===== src/sv/alist_pkg.sv =====
`timescale 1ns / 1ps

package alist_pkg;

	// Fixed widths of the request and result fields
	localparam int FUNC_W   = 2;
	localparam int KEY_IO_W = 32;
	localparam int POS_W    = 10;
	localparam int STATUS_W = 2;
	localparam int COUNT_W  = 11;

	// Defaults for the top-level parameters
	localparam int DEPTH_DEF     = 1024;
	localparam int KEY_WIDTH_DEF = 32;

	typedef enum logic [FUNC_W-1:0] {
		FUNC_CLEAR  = 2'd0,
		FUNC_APPEND = 2'd1,
		FUNC_REMOVE = 2'd2,
		FUNC_SEARCH = 2'd3
	} func_t;

	typedef enum logic [STATUS_W-1:0] {
		STATUS_OK        = 2'd0,
		STATUS_FULL      = 2'd1,
		STATUS_BAD_POS   = 2'd2,
		STATUS_NOT_FOUND = 2'd3
	} status_t;

	// Storage strobes from the sequencer
	typedef struct packed {
		logic we;
		logic rd_en;
	} mem_ctl_t;

endpackage


===== src/sv/alist_ctrl.sv =====
`timescale 1ns / 1ps

// Request sequencer: count register, shift/scan walker, result register.
module alist_ctrl import alist_pkg::*; #(
	parameter int DEPTH     = DEPTH_DEF,
	parameter int KEY_WIDTH = KEY_WIDTH_DEF,
	localparam int AW       = (DEPTH > 1) ? $clog2(DEPTH) : 1,
	localparam int CW       = $clog2(DEPTH + 1)
) (
	input  logic                 clk,
	input  logic                 arst_n,
	input  logic                 in_valid,
	output logic                 in_ready,
	input  logic [FUNC_W-1:0]    func,
	input  logic [KEY_WIDTH-1:0] key,
	input  logic [POS_W-1:0]     position,
	output logic                 out_valid,
	input  logic                 out_ready,
	output logic [STATUS_W-1:0]  status,
	output logic [KEY_WIDTH-1:0] key_out,
	output logic [POS_W-1:0]     found_position,
	output logic [COUNT_W-1:0]   count,
	output mem_ctl_t             mem_ctl,
	output logic [AW-1:0]        mem_waddr,
	output logic [KEY_WIDTH-1:0] mem_wdata,
	output logic [AW-1:0]        mem_raddr,
	input  logic [KEY_WIDTH-1:0] mem_rdata
);

	localparam int XW  = (CW > POS_W) ? CW : POS_W;
	localparam int XCW = (CW > COUNT_W) ? CW : COUNT_W;

	typedef enum logic [1:0] {
		ST_IDLE,
		ST_REMOVE,
		ST_SEARCH,
		ST_FINISH
	} state_t;

	state_t               state_q;
	logic [CW-1:0]        count_q;
	logic [AW-1:0]        idx_q;
	logic                 first_q;
	logic [KEY_WIDTH-1:0] key_q;
	status_t              status_q;
	logic [KEY_WIDTH-1:0] kout_q;
	logic [AW-1:0]        fpos_q;

	logic                 out_valid_q;
	status_t              out_status_q;
	logic [KEY_WIDTH-1:0] out_key_q;
	logic [POS_W-1:0]     out_fpos_q;
	logic [COUNT_W-1:0]   out_count_q;

	func_t         func_in;
	logic [XW-1:0] pos_x;
	logic [XW-1:0] count_x;
	logic          pos_ok;
	logic          full;
	logic          empty;
	logic [CW-1:0] nxt;
	logic          more;
	logic          hit;
	logic [XW-1:0] fpos_x;
	logic [XCW-1:0] count_w;

	assign func_in = func_t'(func);
	assign pos_x   = XW'(position);
	assign count_x = XW'(count_q);
	assign pos_ok  = pos_x < count_x;
	assign full    = count_q == CW'(DEPTH);
	assign empty   = count_q == '0;
	assign nxt     = CW'(idx_q) + CW'(1);
	assign more    = nxt < count_q;
	assign hit     = mem_rdata == key_q;
	assign fpos_x  = XW'(fpos_q);
	assign count_w = XCW'(count_q);

	assign in_ready       = state_q == ST_IDLE;
	assign out_valid      = out_valid_q;
	assign status         = out_status_q;
	assign key_out        = out_key_q;
	assign found_position = out_fpos_q;
	assign count          = out_count_q;

	// Memory strobes
	always_comb begin
		mem_ctl   = '0;
		mem_waddr = '0;
		mem_wdata = key;
		mem_raddr = '0;
		unique case (state_q)
			ST_IDLE: begin
				if (in_valid) begin
					unique case (func_in)
						FUNC_APPEND: begin
							mem_ctl.we = !full;
							mem_waddr  = count_q[AW-1:0];
						end
						FUNC_REMOVE: begin
							mem_ctl.rd_en = pos_ok;
							mem_raddr     = pos_x[AW-1:0];
						end
						FUNC_SEARCH: begin
							mem_ctl.rd_en = !empty;
						end
						FUNC_CLEAR: begin
						end
					endcase
				end
			end
			ST_REMOVE: begin
				// Move the word just read one place down, read the next
				mem_ctl.we    = !first_q;
				mem_waddr     = idx_q - AW'(1);
				mem_wdata     = mem_rdata;
				mem_ctl.rd_en = more;
				mem_raddr     = nxt[AW-1:0];
			end
			ST_SEARCH: begin
				mem_ctl.rd_en = !hit && more;
				mem_raddr     = nxt[AW-1:0];
			end
			ST_FINISH: begin
			end
		endcase
	end

	always_ff @(posedge clk or negedge arst_n) begin
		if (!arst_n) begin
			state_q      <= ST_IDLE;
			count_q      <= '0;
			idx_q        <= '0;
			first_q      <= 1'b0;
			key_q        <= '0;
			status_q     <= STATUS_OK;
			kout_q       <= '0;
			fpos_q       <= '0;
			out_valid_q  <= 1'b0;
			out_status_q <= STATUS_OK;
			out_key_q    <= '0;
			out_fpos_q   <= '0;
			out_count_q  <= '0;
		end else begin
			// ST_FINISH always leaves a valid result in the output register
			if (out_ready && state_q != ST_FINISH) begin
				out_valid_q <= 1'b0;
			end
			unique case (state_q)
				ST_IDLE: begin
					if (in_valid) begin
						status_q <= STATUS_OK;
						kout_q   <= '0;
						fpos_q   <= '0;
						key_q    <= key;
						unique case (func_in)
							FUNC_CLEAR: begin
								count_q <= '0;
								state_q <= ST_FINISH;
							end
							FUNC_APPEND: begin
								if (full) begin
									status_q <= STATUS_FULL;
								end else begin
									count_q <= count_q + CW'(1);
								end
								state_q <= ST_FINISH;
							end
							FUNC_REMOVE: begin
								if (pos_ok) begin
									idx_q   <= pos_x[AW-1:0];
									first_q <= 1'b1;
									state_q <= ST_REMOVE;
								end else begin
									status_q <= STATUS_BAD_POS;
									state_q  <= ST_FINISH;
								end
							end
							FUNC_SEARCH: begin
								if (empty) begin
									status_q <= STATUS_NOT_FOUND;
									state_q  <= ST_FINISH;
								end else begin
									idx_q   <= '0;
									state_q <= ST_SEARCH;
								end
							end
						endcase
					end
				end
				ST_REMOVE: begin
					first_q <= 1'b0;
					if (first_q) begin
						kout_q <= mem_rdata;
					end
					if (more) begin
						idx_q <= nxt[AW-1:0];
					end else begin
						count_q <= count_q - CW'(1);
						state_q <= ST_FINISH;
					end
				end
				ST_SEARCH: begin
					priority if (hit) begin
						fpos_q  <= idx_q;
						state_q <= ST_FINISH;
					end else if (more) begin
						idx_q <= nxt[AW-1:0];
					end else begin
						status_q <= STATUS_NOT_FOUND;
						state_q  <= ST_FINISH;
					end
				end
				ST_FINISH: begin
					if (!out_valid_q || out_ready) begin
						out_valid_q  <= 1'b1;
						out_status_q <= status_q;
						out_key_q    <= kout_q;
						out_fpos_q   <= fpos_x[POS_W-1:0];
						out_count_q  <= count_w[COUNT_W-1:0];
						state_q      <= ST_IDLE;
					end
				end
			endcase
		end
	end

endmodule


===== config.mk =====
export PLATFORM = sky130hd
export DESIGN_NAME = alist_ctrl
export DESIGN_NICKNAME = d
export VERILOG_FILES = /design/src/sv/alist_pkg.sv /design/src/sv/alist_ctrl.sv
export SDC_FILE = /design/constraint.sdc
export NUM_CORES = 1
export LEC_CHECK = 0
export BUFFER_PORTS_ARGS = -buffer_cell sky130_fd_sc_hd__clkbuf_2
export CAP_MARGIN = 40
export CORE_AREA = 5 5 135 137
export DETAILED_ROUTE_END_ITERATION = 6
export DIE_AREA = 0 0 140 142
export PLACE_DENSITY = 0.77
export SLEW_MARGIN = 20
export SYNTH_ARGS = -nofsm -noshare
export SYNTH_HDL_FRONTEND = slang
export SYNTH_SLANG_ARGS = --single-unit

===== constraint.sdc =====
create_clock -name clk -period 4.1 [get_ports clk]
set_clock_uncertainty 0.15 [all_clocks]
set_input_delay 0.41 -clock clk [delete_from_list [all_inputs] [get_ports clk]]
set_output_delay 0.41 -clock clk [all_outputs]
set_load 0.02 [all_outputs]

==> metrics.cfg, run 1 <==
[setup_path]
cp.arrival_ns=3.43
cpLargestDelayFamily=compound AO/OA/AOI/OAI gates
max_stage_delay_ns=0.42
critPathKind=flop to output pin
worstPathMaxFanout=7
crit_top_cell=and3_1
required_ns=3.54
worstSetupEndpointType=output pin
path_cells=and3_1 -> and3_1 -> nand3_1 -> nor3_2 -> xor2_1 -> ha_1 -> a2111oi_2 -> o21ai_1 -> o21a_2 -> o22ai_1 -> nor2b_2 -> clkbuf_2
cp_slowest_cell=dfrtp_2
crit_buf_inv=1
critical_path.startpoint_type=flop

[global_routing]
gr-usage-all-layers_pct=23.0
antenna_found_initial=0
grt_pass1_wl_microns=36700
grt_pass1_vias=7143
grt.overflow.total=0
grt_max_degree=90

[logic_synthesis]
syn_inst=900
synth-edff-count=0
ys_types=57
ys_ff_latch=156
synth_area_sq_um=8300
synthTopCellsByArea=dfrtp_1 47%, o21ai_0 8.5%, nand2_1 8.3%
synth_nets=1007
yosys.area.top_type=dfrtp_1
avgSynthCellArea_sq_um=9.22
synthFlopType=dfrtp_1
synth_top_area_share_pct=47.0
synth-seq-area-share_pct=47.0
synth-async-reset-ratio_pct=100
yosysWarnings=0

[sta]
min_period_ns=3.99
max_freq_ghz=0.251
setup-violations-final=0
fin_crit_sh_pct=97.3
hold_viol_final=0
maxSlewHeadroom_pct=49.8
slew_viol_final=0
hold_slack_ns=0.0988
fin_tns_setup_ns=0
worstMarginPinSlew_ns=0.751

[floorplanning]
fp.dieW_microns=140
dieHeight_microns=142
core_sq_um=16900
num_rows=48
initial_core_util_pct=49.0
die-area_sq_um=19900
ioPinCount=191

[routing]
drtPass1Iterations=5
drt_iter0_drc=461
routedWlPerCell_microns=17.3
vias_per_cell=5.48
wl_microns=22700
drc=0
ant_nets=0
vias=7190

[cts]
insertion_delay_ns=0.42
htreeDepth=4
cts_buffers=17
cts_root_buffer=clkbuf_16
cts_tree=built
clk_pin_slew_ns=0.07
clk_path_buf_depth=2
cts.sinks=156

[cells_and_area]
fin_nets=1180
diodes=0
final_cell_area_sq_um=10100
final_cell_count_no_fill=1311
final_layout_size_suffix_gt1_share_pct=28.9
fillers=1466
multiInputGateArea_sq_um=4010
seqCellArea_sq_um=3910
area_delta_synth_final_pct=22.0

[power_and_ir_drop]
power.total_mw=9.19
internal_power_mw=4.96
vdd.ir_drop.worst_mv=0.501
pwr-share-comb_pct=52.6
p_clk_share_pct=17.1
leakage_nw=4.93
p_seq_share_pct=30.3
p_sw_mw=4.23
swShare_pct=46.1
p_per_area_nw_per_um2=908

[status]
outcome=finished clean

[placement]
dp_cells=1269
gp_congestion=0.920
place_hpwl_microns=16800
portBuffers=190
placed_area_sq_um=9420

[min_path]
worstHoldPathType=input pin to flop

[run]
cap_violations=0

==> layout by cell type, fill, tap and decap left out, drive strengths merged, types with 5 or more instances in the layout <==
master and instances:
o211ai 7, buf 16, nand3 15, mux2 52, xnor2 44, o21ai 149, nor3 8, nor4 9
o31ai 7, xor2 5, nand4 13, a21oi 35, mux2i 6, inv 59, a31oi 7, ha 27
dfrtp 156, nand2 183, nor2b 5, clkbuf 209, nor2 20
==> power by group through the flow <==
stage	logic, mW	registers [mW]	clock network (mW)
after floorplan	3.17	2.87	0
after global placement	4.63	2.76	0
after detailed placement	4.71	2.81	0
after CTS	4.76	2.78	1.61
after global routing	5.28	2.87	1.67
final	4.83	2.78	1.57
==> final timing paths <==
path / from / to / slack, ns / cells past startpoint
setup / recovery: idx_q[2] / mem_ctl[0] / 0.11 / 12
hold / removal: key[3] / key_q[3] / 0.1 / 3
setup reg to reg: idx_q[2] / idx_q[7] / 0.42 / 11
hold reg to reg: kout_q[21] / kout_q[21] / 0.33 / 2
max in group asynchronous: arst_n / kout_q[27] / 2.99 / 3
min in group asynchronous: arst_n / key_q[10] / 0.20 / 2
==> what timing repair did <==
item                                    in CTS  in global routing
pin swaps                                    0                  0
endpoints found under the setup margin       1                  1
hold endpoints to repair                    88                  0
gates resized for setup                      4                  4
setup buffers                                1                  6
hold buffers                                 1                  0
gates cloned                                 0                  0
==> flip-flops by register name, summed over array words and instances, names as in the netlist <==
register,flops
state_q,2
first_q,1
kout_q,32
key_out,32
out_valid,1
fpos_q,10
status,2
key_q,32
idx_q,10
count_q,11
count,11
status_q,2
found_position,10
==> through the flow <==
stage / setup slack (ns) / util, %
after CTS: 0.00698 / 59.2
after global placement: 0.311 / 55.6
after detailed placement: 0.193 / 55.6
after global routing: -0.0308 / 59.8
after floorplan: 0.716 / -
final: 0.111 / 59.8
==> cells in the mapped netlist (all sizes together) (2+ instances only) <==
master,number
o211ai,7
o22ai,3
ha,27
a22o,4
a22oi,4
or3,4
buf,14
a31oi,7
a21oi,35
xnor2,44
nand2b,3
mux2,52
nand4,13
inv,53
xor2,5
clkbuf,39
a21boi,2
a2111oi,2
nor3,8
mux2i,6
nand3,15
o31ai,7
o21a,4
nor2,20
nor2b,5
nand2,183
nor4,9
or4,3
dfrtp,156
and3,2
o21ai,149
==> per-layer routing <==
layer / global-route usage (%) / up-vias / routed length, microns
met1: 28.9 / 3410 / 9480
met4: 9.74 / 0 / 781
met3: 4.40 / 53 / 1490
met5: 0 / - / 0
met2: 39.1 / 279 / 11000
li1: - / 3448 / -
==> area by class of cell <==
| type | count | share of cell area (%) |
|---|---|---|
| clock buffer | 19 | 4.28 |
| clock inverter | 13 | 1.55 |
| inverter | 54 | 2.00 |
| multi-input combinational | 637 | 39.6 |
| sequential | 156 | 38.6 |
| tap | 225 | 2.78 |
| timing repair buffer | 207 | 11.2 |
==> tightest hold or removal path, delay by kind of cell <==
family	cells	cell delay [ns]
buffers and inverters	2	0.13
AO/OA/AOI/OAI	1	0.08
==> cells by family (layout without fill, tap and decap cells) <==
group | Yosys count | after routing | share of synthesized area [%]
AO/OA/AOI/OAI | 231 | 231 | 16.0
AND/OR/NAND/NOR | 272 | 272 | 14.5
buffers and inverters | 107 | 293 | 5.08
adder cells (fa/ha/maj) | 27 | 27 | 4.07
multiplexers | 58 | 58 | 8.14
flip-flops | 156 | 156 | 47.0
XOR/XNOR | 49 | 49 | 5.17
Note: power is estimated with default switching activity, not from simulation.
==> run 2, diff against run 1 <==
- CORE_AREA: 5 5 135 137 -> 5 5 160 162
- DIE_AREA: 0 0 140 142 -> 0 0 165 167
- PLACE_DENSITY: 0.77 -> 0.59
- SKIP_LAST_GASP: not set -> 1
==> run 2 against run 1 <==
Global-route usage down 5.2 points. Sequential share of layout area down 0.55 points. Sequential cell count unchanged.
==> metrics.cfg, run 2 (synthesis results as in run 1) <==
[status]
outcome=finished clean

[power_and_ir_drop]
pwr-share-comb_pct=52.6
swShare_pct=46.3
vdd.ir_drop.worst_mv=0.449
p_clk_share_pct=17.7
p_sw_mw=4.28
leakage_nw=4.94
p_per_area_nw_per_um2=900
p_seq_share_pct=29.7
internal_power_mw=4.96

[setup_path]
critical_path.startpoint_type=flop
ff2ff_setup_slack_ns=0.46
cp_slowest_cell=dfrtp_2
cpLargestDelayFamily=compound AO/OA/AOI/OAI gates
max_stage_delay_ns=0.42
required_ns=3.54
cp.arrival_ns=3.34
worstPathMaxFanout=6
crit_buf_inv=1
critPathKind=flop to output pin
path_cells=and3_1 -> and3_4 -> nand3_1 -> nor3_2 -> xor2_1 -> ha_1 -> a2111oi_2 -> o21ai_1 -> o21a_2 -> o22ai_2 -> nor2b_1 -> buf_2
worstSetupEndpointType=output pin

[global_routing]
grt.overflow.total=0
grt_pass1_vias=7001
gr-usage-all-layers_pct=17.8
grt_pass1_wl_microns=38600
grt_max_degree=90
antenna_found_initial=0

[routing]
dr_wl_met3_microns=1520
drtPass1Iterations=6
wl_met2_microns=11400
ant_nets=0
highest_layer=met4
vias=7000
routedWlPerCell_microns=17.1
wl_microns=24200
vias_per_cell=4.96
met1_length_microns=10800
drt_iter0_drc=617
drc=0

[placement]
portBuffers=190
place_hpwl_microns=18100
gp_congestion=0.864
placed_area_sq_um=9550

[cells_and_area]
final_layout_size_suffix_gt1_share_pct=29.0
layout_commonest_cell=clkbuf_2
diodes=0
area_delta_synth_final_pct=23.7
fin_nets=1180
final_util_pct=42.8
final_cell_mix=188 x clkbuf_2, 181 x nand2_1, 154 x dfrtp_1
final_cell_area_sq_um=10300

[cts]
clk_pin_slew_ns=0.07
htreeDepth=4
cts_buffers=17
cts_tree=built
insertion_delay_ns=0.43
cts_root_buffer=clkbuf_16
cts.sinks=156
clk_path_buf_depth=2

[sta]
maxSlewHeadroom_pct=42.0
min_period_ns=3.90
fin_crit_sh_pct=95.1
setup-violations-final=0
max_freq_ghz=0.257
hold_viol_final=0
fin_tns_setup_ns=0
worstMarginPinSlew_ns=0.870
slew_viol_final=0

[run]
cap_violations=0

[floorplanning]
dieHeight_microns=167
die-area_sq_um=27600
initial_core_util_pct=34.6
num_rows=57
ioPinCount=191
fp.dieW_microns=165
core_sq_um=24000

[min_path]
worstHoldPathType=input pin to flop

-- run 2: routing by layer --
metal | GRT usage, % | up-vias
met5 | 0 | -
met1 | 23.7 | 3271
li1 | - | 3446
met2 | 29.4 | 259
met4 | 5.06 | 0
met3 | 3.36 | 24
-- run 2: power groups by stage --
stage / Clock, mW / Combinational [mW] / Sequential (mW)
floorplan: 0 / 3.17 / 2.87
global placement: 0 / 4.78 / 2.75
detailed placement: 0 / 4.82 / 2.78
CTS: 1.67 / 4.86 / 2.74
global route: 1.74 / 5.38 / 2.85
finish: 1.63 / 4.86 / 2.74
-- run 2: what timing repair did --
item | CTS | global route
buffers inserted | 2 | 4
hold buffers | 1 | 0
endpoints found under the setup margin | 1 | 1
hold endpoints to repair | 88 | 0
pin swaps | 1 | 1
cloned | 0 | 0
gates resized for setup | 3 | 6
-- run 2: per-stage QoR --
step	instances	power, mW	setup slack [ns]	hold WS, ns
floorplan	900	6.04	0.716	-0.0356
global placement	1370	7.53	0.254	0.311
detailed placement	1370	7.60	0.160	0.317
CTS	1405	9.28	0.00706	0.0752
global route	1410	9.97	-0.00447	0.0835
finish	1410	9.24	0.203	0.0895
-- run 2: worst paths after layout --
| path | end | cells after the start | from |
|---|---|---|---|
| worst max register to register | idx_q[9] | 11 | idx_q[4] |
| worst min-delay path | key_q[23] | 3 | key[23] |
| worst min register to register | fpos_q[8] | 2 | fpos_q[8] |
| worst max-delay path | mem_ctl[0] | 12 | idx_q[4] |
| max in group asynchronous | count[5] | 4 | arst_n |
| min in group asynchronous | key_out[12] | 2 | arst_n |
-- run 2: layout make-up --
| type | count | area [sq um] |
|---|---|---|
| clock buffer | 18 | 429 |
| multi-input combinational | 637 | 4020 |
| tap | 324 | 405 |
| timing repair buffer | 207 | 1130 |
| inverter | 54 | 203 |
| fill | 2416 | 13700 |
| clock inverter | 14 | 173 |
| sequential | 156 | 3910 |
-- run 2: worst reg2reg max path, delay by kind of cell (launching register included) --
kind                     cells  cell delay [ns]
XOR/XNOR                     1             0.21
AND/OR/NAND/NOR              4             0.69
adder cells (fa/ha/maj)      1             0.29
multiplexers                 1             0.40
AO/OA/AOI/OAI                4             1.36
flip-flops                   1             0.42
